$ cat config.mk
export PLATFORM = sky130hd
export DESIGN_NAME = odo_front
export DESIGN_NICKNAME = d
export VERILOG_FILES = /design/src/rtl/odo_pkg.sv /design/src/rtl/odo_front.sv
export SDC_FILE = /design/constraint.sdc
export NUM_CORES = 1
export LEC_CHECK = 0
export ABC_AREA = 1
export BUFFER_PORTS_ARGS = -buffer_cell sky130_fd_sc_hd__buf_2
export CAP_MARGIN = 25
export CORE_MARGIN = 2
export CORE_UTILIZATION = 35
export CTS_BUF_LIST = sky130_fd_sc_hd__clkbuf_4 sky130_fd_sc_hd__clkbuf_8
export DETAILED_ROUTE_END_ITERATION = 10
export GPL_ROUTABILITY_DRIVEN = 0
export MAX_ROUTING_LAYER = met4
export PLACE_DENSITY_LB_ADDON = 0.3
export SYNTH_ARGS = -nofsm -noshare
export SYNTH_HDL_FRONTEND = slang
export SYNTH_SLANG_ARGS = --single-unit
$ cat constraint.sdc
create_clock -name clk -period 9.3 [get_ports clk]
set_input_delay 0.465 -clock clk [delete_from_list [all_inputs] [get_ports clk]]
set_output_delay 0.465 -clock clk [all_outputs]
set_load 0.03 [all_outputs]
$ cat src/rtl/odo_pkg.sv
// Shared types, command codes and constants for the odometry integrator.
// No dependencies.
package odo_pkg;

  localparam logic [1:0] CMD_TWIST = 2'd0;
  localparam logic [1:0] CMD_SET   = 2'd1;
  localparam logic [1:0] CMD_RESET = 2'd2;
  localparam logic [1:0] CMD_NONE  = 2'd3;

  localparam int MAG_W  = 56;
  localparam int NUM_W  = 51;  // magnitude with the 2^5 factor of 500000 shifted out
  localparam int DIG_W  = 17;
  localparam int DIGITS = 3;
  localparam int REM_W  = 14;
  localparam int VAL_W  = 31;
  localparam int PROD_W = 63;
  localparam int DIV_SH = 45;
  localparam logic [REM_W-1:0] DIV_D = 14'd15625;       // 500000 / 32
  localparam logic [31:0]      DIV_M = 32'd2251799814;  // ceil(2^45 / 15625)
  localparam int CW = 34;
  localparam int SC_W = 20;
  localparam logic signed [CW-1:0] CORDIC_START = 34'sd652032874;

  localparam logic [2:0] REG_METHOD = 3'd0;

  typedef struct packed {
    logic        is_twist;
    logic        is_set;
    logic [31:0] stamp_us;
    logic [23:0] lin_velocity;
    logic [23:0] ang_velocity;
    logic [31:0] set_x;
    logic [31:0] set_y;
    logic [15:0] set_heading;
  } odo_item_t;

  function automatic logic [29:0] atan_at(input logic [4:0] i);
    logic [29:0] a;
    case (i)
      5'd0:  a = 30'd536870912;
      5'd1:  a = 30'd316933406;
      5'd2:  a = 30'd167458907;
      5'd3:  a = 30'd85004756;
      5'd4:  a = 30'd42667331;
      5'd5:  a = 30'd21354465;
      5'd6:  a = 30'd10679838;
      5'd7:  a = 30'd5340245;
      5'd8:  a = 30'd2670163;
      5'd9:  a = 30'd1335087;
      5'd10: a = 30'd667544;
      5'd11: a = 30'd333772;
      5'd12: a = 30'd166886;
      5'd13: a = 30'd83443;
      5'd14: a = 30'd41722;
      5'd15: a = 30'd20861;
      5'd16: a = 30'd10430;
      5'd17: a = 30'd5215;
      5'd18: a = 30'd2608;
      5'd19: a = 30'd1304;
      5'd20: a = 30'd652;
      5'd21: a = 30'd326;
      5'd22: a = 30'd163;
      5'd23: a = 30'd81;
      default: a = 30'd0;
    endcase
    return a;
  endfunction

endpackage

$ cat src/rtl/odo_front.sv
// Front end: accepts beats, drops unused commands, queues items (two deep).
// Depends on odo_pkg.
module odo_front import odo_pkg::*; (
  input  logic        clk,
  input  logic        rst_n,
  input  logic        in_valid,
  output logic        in_ready,
  input  logic [1:0]  in_cmd,
  input  odo_item_t   in_item,
  output logic        q_valid,
  output odo_item_t   q_item,
  input  logic        q_pop
);

  odo_item_t  mem_r [2];
  logic       wp_r, rp_r;
  logic [1:0] cnt_r;
  logic       push;

  assign in_ready = (cnt_r != 2'd2);
  assign push     = in_valid && in_ready &&
                    (in_cmd == CMD_TWIST || in_cmd == CMD_SET || in_cmd == CMD_RESET);
  assign q_valid  = (cnt_r != 2'd0);
  assign q_item   = mem_r[rp_r];

  always_ff @(posedge clk) begin
    if (push) begin
      mem_r[wp_r] <= in_item;
    end
    if (!rst_n) begin
      wp_r  <= 1'b0;
      rp_r  <= 1'b0;
      cnt_r <= 2'd0;
    end else begin
      if (push) wp_r <= ~wp_r;
      if (q_pop) rp_r <= ~rp_r;
      cnt_r <= cnt_r + 2'(push) - 2'(q_pop);
    end
  end

endmodule

==> metrics.txt, run 1 <==
crit-path cells=buf_4 -> mux2_2 -> buf_2; latest clock arrival within the worst-skew pair=600 ps; Crit. End Element=output pin; fin. max-slew vios=0; clock sinks=329; Min Hold Slack=66.3 ps; Routed Antenna Nets=0; # H-tree levels=2; crit path time final=3440 ps; IO Port Bufs=331; share of cells above drive strength 1=53.7%; RSZ-0062 raised after global routing=false; global-route wire length before repair=37.1 mm; Setup Skew=approximately 18 ps; Post-Synthesis Cells=~540; via count=6793; row cnt=68; GRT Overall Usage=13.7%; core footprint=34500 um2; Initial Util=a little over a third; routed vias/inst=about 4.4; initial antenna violation count=2; Post-Syn Area=12200 um2; FF-to-FF path depth=6; pre-CTS worst setup slack=6010 ps; DIE WIDTH=191 um; DRC=0; Leak Pwr=6.53 nW; final WL=about 25 mm; Overall Power=0.00355 W; Worst Path Max Fanout=between 60 and 70; CP required=8840 ps; Die H=191 um; CP Data Arrival Time=2980 ps; Root Buffer=clkbuf_8; final instance area=16900 um2; synthesized area per cell=~23 um2; Synth cell types=13; WS Path Type=reg -> out; f_max=291 MHz; CP Launch Type=flop; Slew HR=36.2%; dpl cell area=~14000 um2; fill cell count=2926; Longest Clk Path Bufs=3; total global routing overflow=0; VDD IR max=0.117 mV; pin count of the biggest net entering global routing=67; number of global-route vias before repair=7047; boundary pin count=332; post-DP HPWL=about 15 mm; area taken by multi-input logic gates=2240 um2; Die Area=36500 um2; clk slew on worst S/H paths=50 ps; Setup-failing EPs final=0; Slew @ Worst Pin=957 ps; Critical-path top delay cell=dfxtp_4; post-synth net total=707; Setup Buffers After CTS=0; CTS tree=yes; register area share after synthesis=about four fifths; Area Growth Syn to Fin=37.8%; status=finished, final reports clean; Synth Register Bits=~330; Yosys warning count=0; Final #Nets=1226; setup TNS=0 ps; pwr/cell area=210 nW/um2; Final Cycle Share=37.0%; Routed wire per std cell=16.2 um; Worst path max stage delay=between 800 and 900 ps; Hold Crit Depth=1; Max-Cap Viols=0; HP Class=in -> reg; Final Hold Violating Endpoints=0; TritonCTS Buffers=between 50 and 60; Worst Setup Slack, final=5860 ps; Detailed Routing Iterations Pass 1=4; initial DRC count=between 200 and 300; FF+latch area=9830 um2
## final timing paths
check                  endpoint          from  slack, ps
setup / recovery     q_item[36]          flop       5860
hold / removal    mem_r[1][101]  in_item[101]         70
setup reg to reg   mem_r[0][78]      cnt_r[0]       6220
hold reg to reg            rp_r          rp_r        520
## critical path, delay by kind of cell (launching register included)
kind | cells | cell delay, ps
buffers and inverters | 2 | 1000
DFF | 1 | 870
muxes | 1 | 430
## what timing repair did
item / in CTS / in global routing
gates resized for setup: 0 / 0
hold endpoints to repair: 276 / 0
hold buffers: 142 / 0
## cell usage after synthesis
master / n / share of area, %
a21oi_1: 1 / 0.041
buf_2: 8 / 0.33
buf_6: 10 / 0.92
dfxtp_1: 5 / 0.82
edfxtp_1: 324 / 80
ha_1: 1 / 0.10
inv_1: 7 / 0.21
mux2_2: 82 / 7.5
mux2_4: 80 / 9.8
nand2_1: 11 / 0.34
nand3_1: 2 / 0.082
nor2_1: 5 / 0.15
xnor2_1: 2 / 0.14
## metal layers
metal	up-vias	routed length (um)	global-route usage, %
met2	278	11900	21.4
li1	3178	-	-
met4	0	987	7.78
met1	3266	10300	16.0
met5	-	0	-
met3	71	1970	4.00
## cell usage in the layout, fill, tap and decap left out, types with 3 or more instances in the layout
master / instances
clkbuf_8: 57
mux2_4: 80
nor2_1: 3
inv_1: 7
dlygate4sd3_1: 142
nand2_1: 11
clkinv_1: 11
mux2_2: 82
buf_4: 7
dfxtp_1: 4
clkinv_2: 4
buf_2: 331
edfxtp_1: 324
clkbuf_4: 23
## per-stage QoR
| step | utilization [%] | std cells |
|---|---|---|
| 5_1_grt | 48.9 | 1554 |
| 6_report | 48.9 | 1554 |
| 4_1_cts | 48.9 | 1552 |
| 3_5_place_dp | 41.8 | 1314 |
| 3_3_place_gp | 41.7 | 1313 |
| 2_1_floorplan | - | 538 |
## cell families after synthesis
family	Yosys count	synth area share, %
xor gates and xnor gates	2	0.143
DFF	329	80.3
buffers and inverters	25	1.46
and+or+nand+nor	18	0.573
AOI/OAI and AO/OA	1	0.0409
adders and majority gates	1	0.102
muxes	162	17.4
## cell type report
type,count,area share [%]
Sequential cell,329,58.3
Timing Repair Buffer,481,18.7
Antenna cell,2,0.0297
Inverter,7,0.156
Tap cell,455,3.38
Clock inverter,16,0.415
Multi-Input combinational cell,184,13.3
Clock buffer,80,5.68
## flip-flops by register name, summed over array words and instances, names as in the netlist, named ones only
register,count
wp_r,1
cnt_r,2
rp_r,1
mem_r,324
## power breakdown
group / leakage [nW] / switching, W / internal [W]
logic: 2.94 / 0.000349 / 0.000235
registers: 3.04 / 0.0000298 / 0.00175
clock network: 0.553 / 0.000535 / 0.000653
total: 6.53 / 0.000913 / 0.00263
(Power assumes the default switching activity.)
==> inputs of run 2 (changes only) <==
clock period = 3.15 ns   (was 9.3 ns; I/O delays follow)
==> metrics.txt, run 2 (synthesized netlist as in run 1, its figures left out) <==
Routed Antenna Nets=0 (unchanged); FF-to-FF path depth=5 (-1); post-DP HPWL=15.8 mm (+2.5%); Leak Pwr=6.67 nW (+2.3%); share of cells above drive strength 1=52.8% (-0.89 points); fill cell count=2888 (-1.3%); row cnt=68 (unchanged); Worst Path Max Fanout=68 (+11%); latest clock arrival within the worst-skew pair=590 ps (about the same); initial DRC count=304 (+12%); Clk pwr share=33.5% (about the same); Root Buffer=clkbuf_8; f_max=430 MHz; GRT Overall Usage=14.3% (+0.54 points); core footprint=34500 um2 (unchanged); Crit. End Element=output pin; status=finished, final reports clean; DRC=0 (unchanged); Final Cycle Share=73.9%; pin count of the biggest net entering global routing=106 (+58%); most common cell after layout, fill and taps aside=buf_2; CP required=2990 ps (-5850 ps); total global routing overflow=0 (unchanged); Overall Power=0.0106 W (+200%); pwr/cell area=613 nW/um2 (+190%); Comb pwr share=17.1% (+0.6 points); Slew HR=46.2% (+10 points); Max-Cap Viols=0 (unchanged); boundary pin count=332 (unchanged); Area Growth Syn to Fin=40.9%; # H-tree levels=2 (unchanged); area taken by multi-input logic gates=2260 um2 (+0.89%); CTS tree=yes; Final Hold Violating Endpoints=0 (unchanged); Die H=191 um (unchanged); DIE WIDTH=191 um (unchanged); number of global-route vias before repair=7230 (+2.6%); CP Data Arrival Time=2170 ps (-810 ps); Critical-path top delay cell=dfxtp_4; FF+latch area=9830 um2 (about the same); Initial Util=35.5% (unchanged); TritonCTS Buffers=53 (-1.9%); Min Hold Slack=64.8 ps (-1.52 ps); P_int=0.00785 W (+200%); Hold Crit Depth=6 (+5); clk slew on worst S/H paths=60 ps (about the same); setup TNS=0 ps (unchanged); Largest Register=mem_r; initial antenna violation count=1 (-1); R2R Setup Slk=1320 ps (-4900 ps); HP Class=in -> reg; fin. max-slew vios=0 (unchanged); Flop pwr share=49.4% (-0.7 points); Die Area=36500 um2 (unchanged); Setup-failing EPs final=0 (unchanged); Slew @ Worst Pin=807 ps (-150 ps); WS Path Type=reg -> out; most frequent cells in the layout=331 x buf_2, 324 x edfxtp_1, 166 x dlygate4sd3_1; crit path time final=~2300 ps; Largest register FFs=324 (unchanged); final WL=26.1 mm (+3.7%); clock sinks=329 (unchanged); Longest Clk Path Bufs=3 (unchanged); IO Port Bufs=331 (unchanged); post-CTS sizing=0 (unchanged); via count=6858 (+0.96%); Routed wire per std cell=16.5 um (+2.1%); switching pwr=0.00272 W (+200%); routed vias/inst=4.34 (-0.64%); Regs by FF count=mem_r (324), cnt_r (2); global-route wire length before repair=38.7 mm (+4.2%); Detailed Routing Iterations Pass 1=4 (unchanged); Sw Share=25.7% (-0.027 points); Final #Nets=1254 (+2.3%); VDD IR max=0.439 mV (+280%); Worst path max stage delay=510 ps (-360 ps); crit-path cells=buf_12 -> mux2_2 -> buf_2; CP Launch Type=flop; RSZ-0062 raised after global routing=false; Setup Skew=8.29 ps (-10.1 ps)
## run 2: cell count changes in the layout (fill, tap and decap cells not counted), sizes merged
cell	delta
dlygate4sd3	+24
clkbuf	-8
buf	+5
bufinv	+2
clkinv	+2
diode	-1
inv	+1
## run 2: worst max-delay path, delay by kind of cell (launching register included)
family	cells	cell delay, ps
flops	1	510
mux	1	410
buf+inv	2	610
## run 2: repair_timing
action	CTS	global route
hold buffers	166	0
endpoints found under the hold margin	329	0
setup buffers	0	0
## run 2: power groups by stage
stage          Sequential [W]  Combinational, W  Clock (W)
2_1_floorplan         0.00531           0.00116          0
3_3_place_gp          0.00530           0.00165          0
3_5_place_dp          0.00532           0.00165          0
4_1_cts               0.00523           0.00183    0.00368
5_1_grt               0.00525           0.00192    0.00388
6_report              0.00522           0.00181    0.00354
## run 2: layout make-up
class	instances	share of cell area [%]
Tap cell	455	3.30
Sequential cell	329	57.0
Clock inverter	21	0.827
Multi-Input combinational cell	184	13.1
Clock buffer	72	5.09
Timing Repair Buffer	510	20.5
Antenna cell	1	0.0145
Inverter	7	0.152
## run 2: layer usage
metal / wire (um) / track usage, %
met1: 10400 / 16.0
met2: 12700 / 23.4
met3: 2300 / 4.92
met4: 737 / 5.93
met5: 0 / -
## run 2: through the flow
stage | util, % | setup WS (ps) | area [um2] | std cells
after floorplan | - | -339 | 12300 | 538
after CTS | 50.0 | 711 | 17200 | 1578
after global placement | 42.3 | 1270 | 14600 | 1319
after global routing | 50.1 | 672 | 17200 | 1579
final | 50.1 | 822 | 17200 | 1579
after detailed placement | 42.3 | 1280 | 14600 | 1319
## run 2: final timing paths
check | startpoint | end
max | flop | q_item[19]
min | in_cmd[0] | wp_r
max reg2reg | cnt_r[0] | mem_r[1][105]
min reg2reg | rp_r | rp_r
==> inputs of run 3 (changes only) <==
clock period = 1.9 ns   (was 3.15 ns; I/O delays follow)
==> metrics.txt, run 3 (synthesized netlist as in run 1, its figures left out) <==
fill cell count=2636 (-8.7%); reg-to-reg endpoint=cnt_r[0]; pin count of the biggest net entering global routing=79 (-25%); share of cells above drive strength 1=53.8% (+1.0 points); CP required=1800 ps (-1190 ps); Final Hold Violating Endpoints=0 (unchanged); clk slew on worst S/H paths=60 ps (about the same); IO Port Bufs=331 (unchanged); DRC=0 (unchanged); final WL=30.1 mm (+15%); core footprint=34500 um2 (unchanged); CP Data Arrival Time=1880 ps (-290 ps); WS Path Type=reg -> out; status=finished with violations; Worst path max stage delay=390 ps (-120 ps); Slew @ Worst Pin=512 ps (-295 ps); row cnt=68 (unchanged); boundary pin count=332 (unchanged); Die Area=36500 um2 (unchanged); Largest Register=mem_r; Hold Startpoint=in_cmd[1]; reg2reg start=cnt_r[0]; number of global-route vias before repair=7735 (+7.0%); Setup-failing EPs final=129 (+129); crit path time final=1980 ps; pwr/cell area=982 nW/um2 (+60%); initial antenna violation count=4 (+3); Initial Util=35.5% (unchanged); clock sinks=329 (unchanged); Routed wire per std cell=18.8 um (+14%); Die H=191 um (unchanged); VDD IR max=0.700 mV (+59%); f_max=506 MHz; Slew HR=65.8% (+20 points); R2R Setup Slk=180 ps (-1140 ps); Largest register FFs=324 (unchanged); Longest Clk Path Bufs=3 (unchanged); # H-tree levels=2 (unchanged); area taken by multi-input logic gates=2410 um2 (+6.5%); most common cell after layout, fill and taps aside=edfxtp_1; Final #Nets=1280 (+2.1%); crit-path cells=buf_12 -> clkbuf_16 -> mux2_2 -> buf_2; Area Growth Syn to Fin=52.5%; DIE WIDTH=191 um (unchanged); Worst Path Max Fanout=13 (-81%); Detailed Routing Iterations Pass 1=4 (unchanged); Root Buffer=clkbuf_8; Crit. End Element=output pin; FF-to-FF path depth=8 (+3); global-route wire length before repair=42.9 mm (+11%); Hold Crit Depth=5 (-1); HP Class=in -> reg; CP Launch Type=flop; Core Util, Final=54.2% (+4.1 points); Routed Antenna Nets=0 (unchanged); total global routing overflow=0 (unchanged); Worst Hold Endpoint=cnt_r[1]; most frequent cells in the layout=324 x edfxtp_1, 206 x buf_2, 167 x dlygate4sd3_1; setup TNS=-5300 ps (-5300 ps); via count=7114 (+3.7%); Leak Pwr=7.29 nW (+9.3%); routed vias/inst=4.44 (+2.2%); post-DP HPWL=16.0 mm (+1.4%); FF+latch area=9830 um2 (unchanged); latest clock arrival within the worst-skew pair=600 ps (about the same); TritonCTS Buffers=53 (unchanged); GRT Overall Usage=16.2% (+1.9 points); RSZ-0062 raised after global routing=true; Setup Skew=9.83 ps (+1.53 ps); Final Cycle Share=104%; fin. max-slew vios=0 (unchanged); Regs by FF count=mem_r (324), cnt_r (2); Critical-path top delay cell=dfxtp_4; violated checks=setup timing; initial DRC count=294 (-3.3%); Overall Power=0.0183 W (+73%); Max-Cap Viols=0 (unchanged); Worst Setup Slack, final=-77.7 ps (-900 ps); CTS tree=yes
==> run 3: where the power goes <==
| part | internal (W) | total, W | switching (W) |
|---|---|---|---|
| Clock | 0.00319 | 0.00582 | 0.00263 |
| Sequential | 0.00854 | 0.00866 | 0.000118 |
| Combinational | 0.00186 | 0.00385 | 0.00199 |
| Total | 0.0136 | 0.0183 | 0.00474 |
==> run 3: layout make-up <==
cell class | count | share of cell area, %
multi-input cells | 184 | 12.9
well taps | 455 | 3.05
diodes | 4 | 0.0536
repair buffers | 536 | 25.8
inverters | 7 | 0.141
clock buffers | 71 | 4.63
flip-flops and latches | 329 | 52.7
clock inverters | 17 | 0.684
==> run 3: per-stage QoR <==
step                      setup slack (ps)  instance area [um2]  hold slack [ps]  cells
after detailed placement               327                14600              286   1320
final                                -77.7                18700             66.6   1603
after CTS                             -162                18400             3.22   1595
after floorplan                      -1590                12300              188    538
after global placement                 345                14600              282   1320
after global routing                  -167                18700             70.1   1603
==> run 3: worst max-delay path by stage <==
| stage | start | end | cells past startpoint |
|---|---|---|---|
| 2_1_floorplan | cnt_r[0] | mem_r[1][0] | 4 |
| 3_3_place_gp | cnt_r[0] | mem_r[0][3] | 5 |
| 3_5_place_dp | cnt_r[0] | mem_r[0][51] | 5 |
| 4_1_cts | flop | q_item[155] | 4 |
| 5_1_grt | flop | q_item[126] | 4 |
| 6_report | flop | q_item[11] | 4 |
==> run 3: timing repair <==
action                     4_1_cts  5_1_grt
pin swaps                        0        0
setup endpoints to repair      162      162
hold buffers                   167        0
resized for setup              211       82
hold endpoints to repair       329        0
setup buffers                    9        2
gates cloned                    11        4
==> run 3: routing by layer <==
layer	routed length (um)	part of all wire (%)	vias to the layer above	global-route usage, %
met3	2100	7.0	42	4.77
met1	12200	41	3508	18.8
met5	0	0	-	-
met2	15200	50	277	26.5
li1	-	-	3287	-
met4	600	2.0	0	6.26
==> run 3: worst max-delay path, delay by kind of cell, from the launching register on <==
family / cells / cell delay [ps]
buffers and inverters: 3 / 530
DFF: 1 / 390
muxes: 1 / 360
